## src/rtl/tspcm_pkg.sv

```systemverilog
`timescale 1ns / 1ps
`default_nettype none

package tspcm_pkg;

  // Field widths of the header beat and of the result beat.
  localparam int PID_WIDTH = 13;
  localparam int CC_WIDTH  = 4;
  localparam int OUT_WIDTH = 32;

  // Defaults for the top-level parameters.
  localparam int PID_SPACE_DEFAULT   = 8192;
  localparam int COUNT_WIDTH_DEFAULT = 32;

  // Depth of the command queue between the front and the back.
  localparam int QUEUE_DEPTH = 2;

  // Operation codes.
  localparam logic [1:0] OP_PACKET = 2'd0;
  localparam logic [1:0] OP_CLEAR  = 2'd1;
  localparam logic [1:0] OP_QUERY  = 2'd2;

  // Header constants.
  localparam logic [7:0]           SYNC_VALUE      = 8'h47;
  localparam int                   DISC_BIT        = 7;
  localparam int                   AFC_PAYLOAD_BIT = 0;
  localparam int                   AFC_FIELD_BIT   = 1;
  localparam logic [PID_WIDTH-1:0] NULL_PID        = 13'd8191;

  // A classified item as it travels from the front to the back.
  typedef struct packed {
    logic                 is_packet;
    logic                 is_clear;
    logic                 header_ok;
    logic                 check_cc;
    logic                 in_table;
    logic [PID_WIDTH-1:0] pid;
    logic [CC_WIDTH-1:0]  cc;
  } cmd_t;

endpackage

`default_nettype wire

```

## src/rtl/tspcm_front.sv

```systemverilog
`timescale 1ns / 1ps
`default_nettype none

module tspcm_front #(
  parameter int PID_SPACE = tspcm_pkg::PID_SPACE_DEFAULT
) (
  input  wire logic                            in_valid,
  output logic                                 in_stall,
  input  wire logic [1:0]                      op,
  input  wire logic [7:0]                      sync_byte,
  input  wire logic                            tei,
  input  wire logic [tspcm_pkg::PID_WIDTH-1:0] pid,
  input  wire logic [1:0]                      afc,
  input  wire logic [tspcm_pkg::CC_WIDTH-1:0]  cc,
  input  wire logic [7:0]                      af_length,
  input  wire logic [7:0]                      af_flags,
  input  wire logic                            queue_full,
  input  wire logic                            clearing,
  output logic                                 push,
  output tspcm_pkg::cmd_t                      push_cmd
);

  localparam logic [tspcm_pkg::PID_WIDTH:0] PID_LIMIT = (tspcm_pkg::PID_WIDTH + 1)'(PID_SPACE);

  logic af_disc;

  // Hold off new beats while the queue is full or the tables are being cleared.
  assign in_stall = queue_full || clearing;
  assign push     = in_valid && !in_stall;

  // The discontinuity indicator counts only when an adaptation field of nonzero length is present.
  assign af_disc = afc[tspcm_pkg::AFC_FIELD_BIT] && afc[tspcm_pkg::AFC_PAYLOAD_BIT]
                   && (af_length != 8'd0) && af_flags[tspcm_pkg::DISC_BIT];

  // Classify the beat into what the back has to do with it.
  always_comb begin
    push_cmd.is_packet = (op == tspcm_pkg::OP_PACKET);
    push_cmd.is_clear  = (op == tspcm_pkg::OP_CLEAR);
    push_cmd.header_ok = (op == tspcm_pkg::OP_PACKET) && (sync_byte == tspcm_pkg::SYNC_VALUE)
                         && !tei;
    push_cmd.check_cc  = afc[tspcm_pkg::AFC_PAYLOAD_BIT] && !af_disc
                         && (pid != tspcm_pkg::NULL_PID);
    push_cmd.in_table  = ({1'b0, pid} < PID_LIMIT);
    push_cmd.pid       = pid;
    push_cmd.cc        = cc;
  end

endmodule

`default_nettype wire

```

## config.mk

```make
export PLATFORM = sky130hd
export DESIGN_NAME = tspcm_front
export DESIGN_NICKNAME = d
export VERILOG_FILES = /design/src/rtl/tspcm_pkg.sv /design/src/rtl/tspcm_front.sv
export SDC_FILE = /design/constraint.sdc
export NUM_CORES = 1
export LEC_CHECK = 0
export BUFFER_PORTS_ARGS = -buffer_cell sky130_fd_sc_hd__buf_2
export CORE_MARGIN = 2
export CORE_UTILIZATION = 19
export DETAILED_ROUTE_END_ITERATION = 7
export PLACE_DENSITY = 0.79
export SLEW_MARGIN = 20
export SYNTH_ARGS = -nofsm -noshare
export SYNTH_HDL_FRONTEND = slang
export SYNTH_SLANG_ARGS = --single-unit
```

## constraint.sdc

```tcl
create_clock -name vclk -period 0.8
set_input_delay 0.04 -clock vclk [all_inputs]
set_output_delay 0.04 -clock vclk [all_outputs]
set_load 0.01 [all_outputs]
```

# Word level (Yosys, flattened, before mapping)
# Index checks and enable logic that the tools add are counted.
# op_classes
eq_ne,3
n_reduce_logical,14
# ops
cell,count
$ne 13x13->1 const B,1
$eq 8x7->1 const B,1
$logic_and 1x1->1,8
$reduce_bool 8->1,1
$logic_not 1->1,3
$eq 2x1->1 const B,1
$logic_not 2->1,1
$logic_or 1x1->1,1
# totals
ff_bits,0
inputBits,49
out_inout_bits,24
elab_cells,17

# Logic depth before layout (Yosys ltp)
# Gate-level depths: netlist (run 1).
# depth
depth_word,6
depth_mapped,3
mapped_depth_nobuf,3

# Least setup slack after synthesis (run 1)
# OpenSTA, ideal clock, no wires.
# synth_path
path_type,input to output
from,in af_length[1]
to,out push_cmd[18] (netlist bit)
t_arrival_ns,0.605
required_ns,0.760
slack_ns,0.155
path_stages,3
n_path_buf,0
path_cell_list,nor4_2 > a21oi_1 > nor3b_2
# synth_rtl
element,line,rtl
"start, declared",tspcm_front.sv:15,"input wire logic [7:0] af_length,"
"end, declared",tspcm_front.sv:20,output tspcm_pkg::cmd_t push_cmd

==> results of run 1 <==
layout make-up:
class | count | area (sq um) | share of cell area (%)
multi-input cells | 19 | 168.9 | 32.45
inverters | 1 | 3.754 | 0.7212
repair buffers | 57 | 329.1 | 63.22
well taps | 15 | 18.77 | 3.606
power by group:
part | switching, uW | internal (uW)
combinational | 101 | 139
clock | 0 | 0
sequential | 0 | 0
cell families (layout without fill, tap and decap cells):
logic type             Yosys count  after routing
AO/OA/AOI/OAI                    1              1
other                            1              1
buffers and inverters           19             58
AND/OR/NAND/NOR                 17             17
layer usage:
layer | wire, um | vias up | track usage, %
li1 | - | 190 | -
met4 | 0 | 0 | 0
met5 | 0 | - | 0
met2 | 482 | 42 | 20.31
met3 | 152 | 0 | 1.304
met1 | 250 | 147 | 7.179
per-stage QoR:
| step | hold slack, ns | setup slack (ns) | TNS, ns |
|---|---|---|---|
| 2_1_floorplan | 0.1264 | 0.1549 | 0 |
| 3_3_place_gp | 0.08007 | -0.05141 | -0.05141 |
| 3_5_place_dp | 0.08007 | -0.08560 | -0.08560 |
| 4_1_cts | 0.08007 | -0.06749 | -0.06749 |
| 5_1_grt | 0.08002 | -0.08088 | -0.1481 |
| 6_report | 0.08000 | -0.04001 | -0.04001 |
worst max-delay path, stage by stage:
cell	delay [ns]
buf_6	0.10
nor4_4	0.28
a21oi_2	0.10
nor3b_2	0.14
buf_2	0.14
cells in the final DEF, fill, tap and decap left out, drive strengths merged:
| master | n |
|---|---|
| nand2 | 2 |
| nor4b | 1 |
| nor3b | 1 |
| conb | 1 |
| a21oi | 1 |
| nor2 | 3 |
| nand4 | 2 |
| nand3b | 1 |
| nand4b | 1 |
| inv | 1 |
| nor4 | 3 |
| nor2b | 1 |
| nand3 | 1 |
| buf | 57 |
| or2 | 1 |
worst min path at each step:
| stage | end | slack (ns) | cells past startpoint |
|---|---|---|---|
| 5_1_grt | push_cmd[3] | 0.08 | 0 |
| 2_1_floorplan | push_cmd[20] | 0.13 | 1 |
| 3_3_place_gp | push_cmd[0] | 0.08 | 0 |
| 4_1_cts | push_cmd[0] | 0.08 | 0 |
| 6_report | push_cmd[3] | 0.08 | 0 |
| 3_5_place_dp | push_cmd[0] | 0.08 | 0 |
what timing repair did:
| action | CTS | global route |
|---|---|---|
| cloned | 0 | 0 |
| endpoints found under the setup margin | 1 | 2 |
| gates resized for setup | 7 | 5 |
| pin swaps | 4 | 6 |
| buffers inserted | 0 | 0 |
==> impl_metrics.py, run 1 <==
metrics = {
    "status": {
        "status": "finished with violations",
        "violations": "negative setup slack",
    },
    "synth": {
        "synth_compound_area_share_pct": 1.843,
        "synth_fa_ha_area_share_pct": 0,
        "yosys-top-cells-count": "18 x buf_4, 3 x nor2_1, 2 x nand2_1, 2 x nand4_1, 2 x nor4_2",
        "synth_largest_area_cell": "buf_4",
        "synth_simple_gate_area_share_pct": 45.62,
        "syn_avg_cell_area_sq_um": 7.145,
        "synth_most_common_cell": "buf_4",
        "synth_cells": 38,
        "synth_nets": 87,
        "synth_xor_area_share_pct": 0,
        "yosysWarnings": 0,
        "synth_mux_area_share_pct": 0,
        "ys_top_cells_by_area": "buf_4 50%, nor4_2 9.2%, nor4b_2 5.5%",
        "synth_top_family_by_area": "buffers and inverters",
        "synth_area_sq_um": 271.5,
        "netlist.area_leader.share_pct": 49.77,
        "ys_seq_area_share_pct": 0,
        "ys_types": 16,
    },
    "finish": {
        "seq_cell_count": 0,
        "fin_area_sq_um": 520.5,
        "layout.nets": 128,
        "stdcell_count": 92,
        "final_core_util_pct": 39.51,
        "clkbuf_count": 0,
        "area_delta_synth_final_pct": 91.71,
        "fillers": 138,
        "diodes": 0,
        "drive_gt1_share_pct": 81.82,
        "regArea_sq_um": 0,
    },
    "power_and_ir_drop": {
        "leakage_uw": 0.0002889,
        "total_power_uw": 239.9,
        "power_density_mw_per_mm2": 460.9,
        "peakVddDrop_mv": 0.1538,
    },
    "placed_design": {
        "placed_area_sq_um": 440.4,
        "dp_cells": 92,
        "place_congestion": 0.6950,
        "dp_hpwl_um": 818.3,
        "port_buffers": 57,
    },
    "drt": {
        "vias": 379,
        "drc": 0,
        "wl_per_cell_um": 9.609,
        "ant_nets": 0,
        "drtPass1Iterations": 1,
        "drt_first_iter_violations": 0,
        "wl_um": 884,
        "via_per_inst": 4.120,
    },
    "grt": {
        "grt_pass1_wl_mm": 1.248,
        "grtUsageTotal_pct": 8.533,
        "grt_max_degree": 3,
        "grt_pass1_vias": 344,
        "antenna_found_initial": 0,
        "grt_overflow_total": 0,
    },
    "worst_hold_path": {
        "min_path_type": "primary input to output pin",
        "hp-start": "cc[3]",
    },
    "timing": {
        "fin_ws_ns": -0.04001,
        "hold_viol": 0,
        "slew_violations": 0,
        "max_freq_mhz": 1190,
        "period_needed_ns": 0.8400,
        "period_share_pct": 105.0,
        "rsz0062_at_grt": "yes",
        "setup_viol_count_final": 1,
    },
    "floorplan": {
        "start_util_pct": 20.61,
        "die_x_um": 41.80,
        "die_y_um": 41.80,
        "fp-row-count": 13,
        "dieArea_sq_mm": 0.001747,
        "core_sq_mm": 0.001318,
        "pin_count": 73,
    },
    "setup_path": {
        "cp-endpoint": "push_cmd[18]",
        "cp-startpoint": "af_length[2]",
        "start_kind": "primary input",
        "critPathKind": "primary input to output pin",
        "arrival_ns": 0.80,
        "cp.required_ns": 0.76,
        "cp_max_fo": 1,
        "critPathCaptureType": "output pin",
    },
    "clock_network": {
        "postCtsHoldBufs": 0,
    },
    "job": {
        "drv_cap": 0,
    },
}
Note: power is estimated with default switching activity, not from simulation.
==> inputs of run 2 (changes only) <==
--- a/config.mk
+++ b/config.mk
@@ -10,6 +10,7 @@
 export CORE_UTILIZATION = 19
 export DETAILED_ROUTE_END_ITERATION = 7
 export PLACE_DENSITY = 0.79
+export SETUP_SLACK_MARGIN = 0.4
 export SLEW_MARGIN = 20
 export SYNTH_ARGS = -nofsm -noshare
 export SYNTH_HDL_FRONTEND = slang
==> run 2 against run 1 <==
- the run still ends with negative setup slack left
- global-route usage is 1.1 points higher
- non-clock buffer count stayed put
- flip-flop and latch count stayed put
- core utilization is 4.2 points higher
- maximum frequency is 1.9% higher
- first-iteration DRC count is 1 higher
- sequential share of layout area stayed put
- total power is 12% higher
- combinational power is 12% higher
==> impl_metrics.py, run 2 (synthesis gave the netlist of run 1 again) <==
metrics = {
    "status": {
        "status": "finished with violations",
        "violations": "negative setup slack",
    },
    "finish": {
        "regArea_sq_um": 0,
        "seq_cell_count": 0,
        "diodes": 0,
        "stdcell_count": 92,
        "layout.nets": 128,
        "area_delta_synth_final_pct": 112.0,
        "clkbuf_count": 0,
        "final_cell_mix": "45 x buf_2, 11 x buf_6",
        "final_common_cell": "buf_2",
        "drive_gt1_share_pct": 87.01,
    },
    "grt": {
        "grt_max_degree": 3,
        "busiest_layer": "met2",
        "grt.met3_usage_pct": 2.609,
        "grt_pass1_vias": 376,
        "grt.met2_usage_pct": 20.00,
        "antenna_found_initial": 0,
        "grtUsageTotal_pct": 9.600,
        "grt_use_met1_pct": 9.231,
        "grt_pass1_wl_mm": 1.400,
        "grt_overflow_total": 0,
    },
    "timing": {
        "period_needed_ns": 0.8246,
        "whs_ns": 0.08000,
        "slew_violations": 0,
        "setup_tns_ns": -0.02462,
        "hold_viol": 0,
        "setup_viol_count_final": 1,
        "rsz0062_at_grt": "yes",
        "max_freq_mhz": 1213,
        "fin_ws_ns": -0.02462,
        "period_share_pct": 103.1,
    },
    "floorplan": {
        "dieArea_sq_mm": 0.001747,
        "start_util_pct": 20.61,
        "core_sq_mm": 0.001318,
        "fp-row-count": 13,
        "die_x_um": 41.80,
        "die_y_um": 41.80,
        "pin_count": 73,
    },
    "worst_hold_path": {
        "min_path_type": "primary input to output pin",
    },
    "setup_path": {
        "cp.required_ns": 0.76,
        "start_kind": "primary input",
        "critPathKind": "primary input to output pin",
        "arrival_ns": 0.78,
        "critPathCaptureType": "output pin",
        "cp_max_fo": 1,
    },
    "drt": {
        "vias": 406,
        "via_per_inst": 4.413,
        "wl_per_cell_um": 9.717,
        "wl_um": 894,
        "drt_first_iter_violations": 1,
        "drtPass1Iterations": 2,
        "drc": 0,
        "ant_nets": 0,
    },
    "power_and_ir_drop": {
        "total_power_uw": 269.3,
        "power_density_mw_per_mm2": 467.9,
        "leakage_uw": 0.0003021,
        "peakVddDrop_mv": 0.1519,
    },
    "clock_network": {
        "postCtsHoldBufs": 0,
    },
    "placed_design": {
        "dp_cells": 92,
        "place_congestion": 0.6934,
        "dp_hpwl_um": 767.6,
        "port_buffers": 57,
    },
    "job": {
        "drv_cap": 0,
    },
}
[run 2: cell count changes in the layout (fill, tap and decap cells not counted), moves of 2 or more]
cell | previous run | this run
buf_2 | 50 | 45
buf_6 | 7 | 11
nor2_1 | 3 | 0
nor2_4 | 0 | 2
[run 2: worst max-delay path: stages]
cell	delay (ns)
buf_6	0.10
nor4_4	0.27
a21oi_2	0.09
nor3b_2	0.14
buf_2	0.14
[run 2: worst paths after layout]
kind  cells past startpoint            to  slack [ns]    startpoint
max                       5  push_cmd[18]       -0.02  af_length[2]
min                       0   push_cmd[3]        0.08         cc[3]
[run 2: per-layer routing]
layer	part of all wire (%)	up-vias
li1	-	190
met1	25	172
met2	54	42
met3	20	2
met4	0.56	0
met5	0	-
[run 2: final cells by class]
type	instances	area, sq um
Fill cell	141	742.0
Multi-Input combinational cell	19	188.9
Tap cell	15	18.77
Timing Repair Buffer	57	364.1
Inverter	1	3.754
[run 2: repair_timing]
action,4_1_cts,5_1_grt
gates cloned,0,0
pin swaps,9,5
endpoints found under the setup margin,6,6
buffers inserted,0,0
resized for setup,17,3
[run 2: per-stage QoR]
stage	worst slack (ns)	cell area (sq um)	utilization, %
6_report	-0.02462	575.6	43.68
3_3_place_gp	-0.02706	461.7	35.04
2_1_floorplan	0.1549	292.8	-
5_1_grt	-0.08739	575.6	43.68
4_1_cts	-0.04641	565.5	42.93
3_5_place_dp	-0.1233	461.7	35.04
[run 2: report_power, final]
group          switching [uW]  leakage, uW  internal, uW  total [uW]
Sequential                  0            0             0           0
Combinational             110     0.000302           160         269
Clock                       0            0             0           0
