**src/rtl/tspcm_pkg.sv**
```systemverilog
`timescale 1ns / 1ps
`default_nettype none

package tspcm_pkg;

  // Field widths of the header beat and of the result beat.
  localparam int PID_WIDTH = 13;
  localparam int CC_WIDTH  = 4;
  localparam int OUT_WIDTH = 32;

  // Defaults for the top-level parameters.
  localparam int PID_SPACE_DEFAULT   = 8192;
  localparam int COUNT_WIDTH_DEFAULT = 32;

  // Depth of the command queue between the front and the back.
  localparam int QUEUE_DEPTH = 2;

  // Operation codes.
  localparam logic [1:0] OP_PACKET = 2'd0;
  localparam logic [1:0] OP_CLEAR  = 2'd1;
  localparam logic [1:0] OP_QUERY  = 2'd2;

  // Header constants.
  localparam logic [7:0]           SYNC_VALUE      = 8'h47;
  localparam int                   DISC_BIT        = 7;
  localparam int                   AFC_PAYLOAD_BIT = 0;
  localparam int                   AFC_FIELD_BIT   = 1;
  localparam logic [PID_WIDTH-1:0] NULL_PID        = 13'd8191;

  // A classified item as it travels from the front to the back.
  typedef struct packed {
    logic                 is_packet;
    logic                 is_clear;
    logic                 header_ok;
    logic                 check_cc;
    logic                 in_table;
    logic [PID_WIDTH-1:0] pid;
    logic [CC_WIDTH-1:0]  cc;
  } cmd_t;

endpackage

`default_nettype wire

```
**src/rtl/tspcm_queue.sv**
```systemverilog
`timescale 1ns / 1ps
`default_nettype none

module tspcm_queue (
  input  wire logic            clk,
  input  wire logic            rst,
  input  wire logic            push,
  input  wire tspcm_pkg::cmd_t push_cmd,
  input  wire logic            pop,
  output logic                 head_valid,
  output tspcm_pkg::cmd_t      head_cmd,
  output logic                 full
);

  localparam int DEPTH     = tspcm_pkg::QUEUE_DEPTH;
  localparam int PTR_WIDTH = (DEPTH > 1) ? $clog2(DEPTH) : 1;
  localparam int CNT_WIDTH = $clog2(DEPTH + 1);

  tspcm_pkg::cmd_t        entries [DEPTH];
  logic [PTR_WIDTH-1:0]   wr_ptr;
  logic [PTR_WIDTH-1:0]   rd_ptr;
  logic [CNT_WIDTH-1:0]   count;

  assign head_valid = (count != '0);
  assign full       = (count == CNT_WIDTH'(DEPTH));
  assign head_cmd   = entries[rd_ptr];

  // Entry storage.
  always_ff @(posedge clk) begin
    if (push) begin
      entries[wr_ptr] <= push_cmd;
    end
  end

  // Pointers and fill count.
  always_ff @(posedge clk) begin
    if (rst) begin
      wr_ptr <= '0;
      rd_ptr <= '0;
      count  <= '0;
    end else begin
      if (push) begin
        wr_ptr <= (wr_ptr == PTR_WIDTH'(DEPTH - 1)) ? '0 : wr_ptr + 1'b1;
      end
      if (pop) begin
        rd_ptr <= (rd_ptr == PTR_WIDTH'(DEPTH - 1)) ? '0 : rd_ptr + 1'b1;
      end
      if (push && !pop) begin
        count <= count + 1'b1;
      end else if (pop && !push) begin
        count <= count - 1'b1;
      end
    end
  end

endmodule

`default_nettype wire

```
**config.mk**
```make
export PLATFORM = sky130hd
export DESIGN_NAME = tspcm_queue
export DESIGN_NICKNAME = d
export VERILOG_FILES = /design/src/rtl/tspcm_pkg.sv /design/src/rtl/tspcm_queue.sv
export SDC_FILE = /design/constraint.sdc
export NUM_CORES = 1
export LEC_CHECK = 0
export BUFFER_PORTS_ARGS = -buffer_cell sky130_fd_sc_hd__buf_2
export CAP_MARGIN = 25
export CORE_UTILIZATION = 25
export CTS_BUF_LIST = sky130_fd_sc_hd__clkbuf_8
export DETAILED_ROUTE_END_ITERATION = 16
export PLACE_DENSITY = 0.5
export SLEW_MARGIN = 20
export SYNTH_ARGS = -nofsm -noshare
export SYNTH_HDL_FRONTEND = slang
export SYNTH_SLANG_ARGS = --single-unit
export TNS_END_PERCENT = 10
```
**constraint.sdc**
```tcl
create_clock -name clk -period 2.6 [get_ports clk]
set_clock_uncertainty 0.05 [all_clocks]
set_input_delay 0.13 -clock clk [delete_from_list [all_inputs] [get_ports clk]]
set_output_delay 0.13 -clock clk [all_outputs]
set_load 0.005 [all_outputs]
```
# Yosys cells after proc, flatten, opt, wreduce, memory -nomap -nowiden
# Memory sizes are Yosys's and may differ from the RTL's. A register that Yosys moved wholly into a read port is not among the register bits.
# Cells that the tools add are included.
# classes
n_eq_ne,1
bitwise,0
add_sub_neg,4
shift,0
magnitude_cmp,0
mul,0
div_mod_pow,0
mux,8
n_reduce_logical,6
# op_table
cell,count
$mux 1,6
$mux 2,2
$reduce_bool 2->1,2
$add 1x1->1 const B,2
$add 2x1->2 const B,1
$eq 2x2->1 const B,1
$logic_and 1x1->1,2
$logic_not 1->1,2
$sub 2x1->2 const B,1
# word_totals
word_cells,23
rom_bits,0
latchBits,0
ff_bits,4
out_inout_bits,24
ramBits,44
mem_count,1
# memory_table
memory,depth,width,read_ports,rd_ports_with_merged_regs,wr,line_no,text
entries,2,22,1,1,1,tspcm_queue.sv:19,tspcm_pkg::cmd_t entries [DEPTH];

# Longest topological paths before layout
# Gate-level depths: netlist (run 1).
# depth
word_depth,4
mapped_depth,5

# Least setup slack after synthesis (run 1)
# Ideal clock, no wire load.
# synth_timing
path_kind,register to register
startpoint,reg wr_ptr
endpoint,"mem entries[0][0] (netlist name), enable pin"
path_stages_with_launch,2
synth_period_minus_slack_ns,1.782
t_arrival_ns,1.328
path_buffers,0
required_ns,2.147
path_slack_ns,0.818
path_cell_list,dfxtp_1 nor2b_1
# synth_rtl
element,line_no,text
"start, declared",tspcm_queue.sv:20,logic [PTR_WIDTH-1:0] wr_ptr;
"start signal, assigned",tspcm_queue.sv:43,wr_ptr <= (wr_ptr == PTR_WIDTH'(DEPTH - 1)) ? '0 : wr_ptr + 1'b1;
"end, declared",tspcm_queue.sv:19,
# Straight into the memory's write port.

==> impl_metrics.py, run 1 <==
metrics = {
    "run_status": {
        "status": "finished, final reports clean",
    },
    "place": {
        "port_buffers": 49,
        "post-dp-hpwl_um": 2270,
        "gp_routability_congestion": 0.671,
        "dp_cells": 236,
        "place_ws_ns": 1.01,
    },
    "layout": {
        "diodes": 0,
        "fin_nets": 197,
        "fillers": 672,
        "drive_gt1_frac": 0.497,
        "fin_cells": 267,
        "final_common_cell": "buf_2",
        "area_delta_synth_final_pct": 39.6,
        "final_cell_mix": "49 x buf_2, 44 x edfxtp_1, 23 x dlygate4sd3_1",
    },
    "worst_hold_path": {
        "hold_path.startpoint": "pop",
        "hold_class": "input pin to flip-flop",
        "hold_depth": 3,
        "hold_end": "rd_ptr",
    },
    "pwr": {
        "power_mw": 1.61,
        "pwr_density_cell_nw_per_um2": 643,
        "cellLeakagePower_nw": 0.950,
        "ir_drop_mv": 0.186,
    },
    "job": {
        "maxCapViolCount": 0,
    },
    "clock_network": {
        "tritoncts": "built",
        "clockRootBuffer": "clkbuf_8",
        "clkLatencyLatePin_ns": 0.29,
        "clockBufferDepth": 2,
        "h-tree-depth": 2,
        "cts_sinks": 49,
        "path_clk_slew_ns": 0.09,
        "cts_resized": 0,
        "cts_made_buffers": 5,
    },
    "synth": {
        "ys_ff_latch": 49,
        "syn_inst": 90,
        "synth_edf_count": 44,
        "yosys_warnings": 0,
        "seq_area_frac_synth": 0.794,
        "netlist_area_um2": 1790,
        "synth.avg_cell_area_um2": 19.9,
        "yosys_most_used_dff": "edfxtp_1",
        "ys_async_sr_fraction": 0,
        "ys_types": 16,
        "syn_nets": 117,
    },
    "worst_setup_path": {
        "required_ns": 2.42,
        "r2r_slack_ns": 1.16,
        "crit_path_max_fanout": 12,
        "slowest_delay_ns": 0.62,
        "r2r_end": "entries[1][9]",
        "reg2reg_depth": 2,
        "end_kind": "output port",
        "critPathLaunchType": "flip-flop",
        "cp_slowest_cell": "dfxtp_1",
        "path_cells": "buf_4 > mux2_2 > buf_2",
        "rr_startpoint": "wr_ptr",
        "arrival_ns": 1.70,
        "worstSetupPathType": "flip-flop to output port",
    },
    "global_routing": {
        "grt-busiest-layer": "met2",
        "antenna_found_initial": 0,
        "grt_use_total": 0.0958,
        "grt_pass1_vias": 1083,
        "grt_first_pass_wirelength_um": 5200,
        "grt_overflow_total": 0,
        "grt_max_degree": 19,
        "gr-usage-met1": 0.102,
        "gr-usage-met2": 0.168,
        "grtUsageMet3": 0.0305,
    },
    "die": {
        "start_util": 0.260,
        "dieArea_um2": 7500,
        "pin_count": 50,
        "die_x_um": 86.6,
        "chipHeight_um": 86.6,
        "core_um2": 6870,
        "row_count": 30,
    },
    "routing": {
        "drt_iter0_drc": 35,
        "drtAntennaViolNets": 0,
        "routedWlPerCell_um": 12.1,
        "via_count": 1025,
        "avgViaCountPerCell": 3.84,
        "drcViolationCount": 0,
        "wl_um": 3230,
        "first_pass_iters": 4,
    },
    "timing": {
        "tightest_slew_ns": 0.490,
        "tns_ns": 0,
        "drv_slew": 0,
        "hold_viol": 0,
        "setup_viol": 0,
        "slew_headroom": 0.672,
        "max_freq_ghz": 0.531,
        "final.min_clock_period_ns": 1.88,
        "fin_ws_ns": 0.717,
        "rsz0062_at_grt": "no",
        "finalCritPeriodShare": 0.724,
    },
}
-- synthesized netlist by cell type, drive strengths merged (2+ instances only) --
library cell,number,area (µm²)
mux2,22,248
xor2,2,17.5
dfxtp,5,100
nor2,4,15.0
buf,2,10.0
edfxtp,44,1320
xnor2,2,17.5
-- per-stage QoR --
step | cell area [µm²] | hold slack (ns) | utilization
final | 2500 | 0.0597 | 0.364
after CTS | 2500 | 0.0537 | 0.364
after detailed placement | 2170 | 0.277 | 0.316
after global placement | 2170 | 0.270 | 0.316
after global routing | 2500 | 0.0747 | 0.364
after floorplan | 1790 | 0.149 | -
-- cell type report --
cell class | instances | area, µm² | area share
sequential | 49 | 1420 | 0.569
tap | 96 | 120 | 0.0481
clock buffer | 5 | 68.8 | 0.0276
inverter | 1 | 3.75 | 0.00150
multi-input combinational | 38 | 357 | 0.143
timing repair buffer | 75 | 498 | 0.199
clock inverter | 3 | 28.8 | 0.0115
-- state kept, by name (all words and copies together) (netlist names), named ones only --
register / count
entries: 44
wr_ptr: 1
count: 2
rd_ptr: 1
-- worst max-delay path, delay by kind of cell (launching register included) --
kind / cells / cell delay (ns)
buffers and inverters: 2 / 0.43
DFF: 1 / 0.62
muxes: 1 / 0.35
-- how the worst max path moves through the flow --
stage,cells after the start,to,slack [ns],from
global route,3,head_cmd[7],0.56,flip-flop
detailed placement,3,head_cmd[8],1.01,flip-flop
global placement,3,head_cmd[12],1.05,flip-flop
CTS,3,head_cmd[6],0.66,flip-flop
floorplan,1,entries[0][0],0.82,wr_ptr
finish,3,head_cmd[6],0.72,flip-flop
-- kinds of logic (layout without fill, tap and decap cells) --
kind of cell | Yosys count | count (layout) | synth area share
buffers and inverters | 3 | 84 | 0.00769
xor gates and xnor gates | 4 | 4 | 0.0196
muxes | 22 | 22 | 0.138
AOI/OAI and AO/OA | 2 | 2 | 0.00559
adders and majority gates | 1 | 1 | 0.00699
DFF | 49 | 49 | 0.794
and+or+nand+nor | 9 | 9 | 0.0273
-- what timing repair did --
item | CTS | global route
endpoints found under the hold margin | 49 | 0
buffers inserted | 0 | 0
hold buffers | 23 | 0
-- where the power goes --
part / switching [mW] / total (mW) / internal (mW)
clock: 0.264 / 0.465 / 0.201
sequential: 0.0207 / 0.934 / 0.914
combinational: 0.0852 / 0.206 / 0.121
total: 0.370 / 1.61 / 1.24
-- routing by layer --
layer | vias to the layer above | share of wire
li1 | 498 | -
met1 | 490 | 0.40
met2 | 30 | 0.53
met3 | 7 | 0.046
met4 | 0 | 0.024
met5 | - | 0
No activity file was read; power rests on OpenSTA's default activity.
==> run 2: changes to the inputs <==
Clock period 2.6 ns to 1.8 ns, I/O delays scaled along.
==> impl_metrics.py, run 2 (synthesis gave the netlist of run 1 again) <==
metrics = {
    "run_status": {
        "status": "finished, final reports clean",
    },
    "timing": {
        "final.min_clock_period_ns": 1.52,
        "tns_ns": 0,
        "drv_slew": 0,
        "max_freq_ghz": 0.660,
        "setup_viol": 0,
        "finalCritPeriodShare": 0.842,
        "rsz0062_at_grt": "no",
        "slew_headroom": 0.854,
        "tightest_slew_ns": 0.219,
        "fin_ws_ns": 0.284,
        "fin_hold_ws_ns": 0.0348,
        "hold_viol": 0,
    },
    "place": {
        "dp_cells": 239,
        "port_buffers": 49,
        "place_ws_ns": 0.615,
        "post-dp-hpwl_um": 2180,
        "gp_routability_congestion": 0.640,
    },
    "layout": {
        "drive_gt1_frac": 0.506,
        "final_common_cell": "buf_2",
        "final_cell_mix": "49 x buf_2, 44 x edfxtp_1, 23 x dlygate4sd3_1",
        "final_core_util": 0.366,
        "diodes": 0,
        "largest_register": "entries",
        "largestRegisters": "entries (44), count (2)",
        "fin_cells": 270,
        "area_delta_synth_final_pct": 40.7,
        "largest_reg_flops": 44,
        "fin_nets": 200,
    },
    "pwr": {
        "p_switching_uw": 532,
        "pwr_density_cell_nw_per_um2": 920,
        "ir_drop_mv": 0.301,
        "switching_share": 0.230,
        "combPwrFrac": 0.136,
        "intPower_mw": 1.78,
        "cellLeakagePower_nw": 0.963,
        "power_frac_clock": 0.285,
        "seqPwrFrac": 0.579,
    },
    "clock_network": {
        "tritoncts": "built",
        "cts_made_buffers": 5,
        "clkLatencyLatePin_ns": 0.29,
        "cts_sinks": 49,
        "clockBufferDepth": 2,
        "h-tree-depth": 2,
        "path_clk_slew_ns": 0.10,
        "clockRootBuffer": "clkbuf_8",
        "cts_resized": 0,
    },
    "worst_setup_path": {
        "rr_startpoint": "wr_ptr",
        "required_ns": 1.66,
        "worstSetupPathType": "flip-flop to output port",
        "crit_path_max_fanout": 14,
        "arrival_ns": 1.38,
        "critPathLaunchType": "flip-flop",
        "end_kind": "output port",
    },
    "global_routing": {
        "grt_first_pass_wirelength_um": 5110,
        "grt_overflow_total": 0,
        "antenna_found_initial": 0,
        "grt_max_degree": 18,
        "grt_pass1_vias": 1069,
        "grt_use_total": 0.0933,
    },
    "worst_hold_path": {
        "hold_path.startpoint": "pop",
        "hold_class": "input pin to flip-flop",
    },
    "die": {
        "dieArea_um2": 7500,
        "pin_count": 50,
        "core_um2": 6870,
        "start_util": 0.260,
        "die_x_um": 86.6,
        "chipHeight_um": 86.6,
        "row_count": 30,
    },
    "routing": {
        "via_count": 1048,
        "first_pass_iters": 3,
        "drcViolationCount": 0,
        "drt_iter0_drc": 22,
        "avgViaCountPerCell": 3.88,
        "drtAntennaViolNets": 0,
        "wl_um": 3320,
        "routedWlPerCell_um": 12.3,
    },
    "job": {
        "maxCapViolCount": 0,
    },
}
-- run 2: through the flow --
step	instance area, µm²	power [mW]
floorplan	1790	1.51
global placement	2190	1.64
detailed placement	2190	1.65
CTS	2520	2.35
global route	2520	2.43
finish	2520	2.32
-- run 2: critical path, stage by stage (launching register included) --
cell,delay (ns)
dfxtp_1,0.35
buf_4,0.23
mux2_2,0.36
buf_2,0.13
-- run 2: power groups by stage --
| stage | clock, mW | sequential, mW | combinational [mW] |
|---|---|---|---|
| 3_5_place_dp | 0 | 1.37 | 0.280 |
| 2_1_floorplan | 0 | 1.36 | 0.145 |
| 4_1_cts | 0.691 | 1.34 | 0.321 |
| 5_1_grt | 0.731 | 1.35 | 0.346 |
| 6_report | 0.660 | 1.34 | 0.315 |
| 3_3_place_gp | 0 | 1.36 | 0.272 |
-- run 2: final cells by class --
cell class	instances	area, µm²
sequential	49	1420
fill	654	4350
multi-input combinational	38	357
tap	96	120
inverter	1	3.75
clock buffer	5	68.8
clock inverter	3	26.3
timing repair buffer	78	520
-- run 2: worst paths after layout --
kind | to | slack [ns] | cells past startpoint
hold / removal | rd_ptr | 0.03 | 3
setup / recovery | head_cmd[19] | 0.28 | 3
hold reg to reg | count[1] | 0.48 | 2
setup reg to reg | entries[1][15] | 0.65 | 2
-- run 2: what timing repair did --
action | in CTS | in global routing
buffers inserted | 0 | 0
endpoints found under the hold margin | 49 | 0
hold buffers | 23 | 0
-- run 2: metal layers --
metal | wire [µm] | vias up | part of all wire | GRT usage
met5 | 0 | - | 0 | 0
met1 | 1330 | 508 | 0.40 | 0.101
met2 | 1800 | 30 | 0.54 | 0.169
met4 | 64 | 0 | 0.019 | 0.0409
met3 | 122 | 6 | 0.037 | 0.0267
li1 | - | 504 | - | -
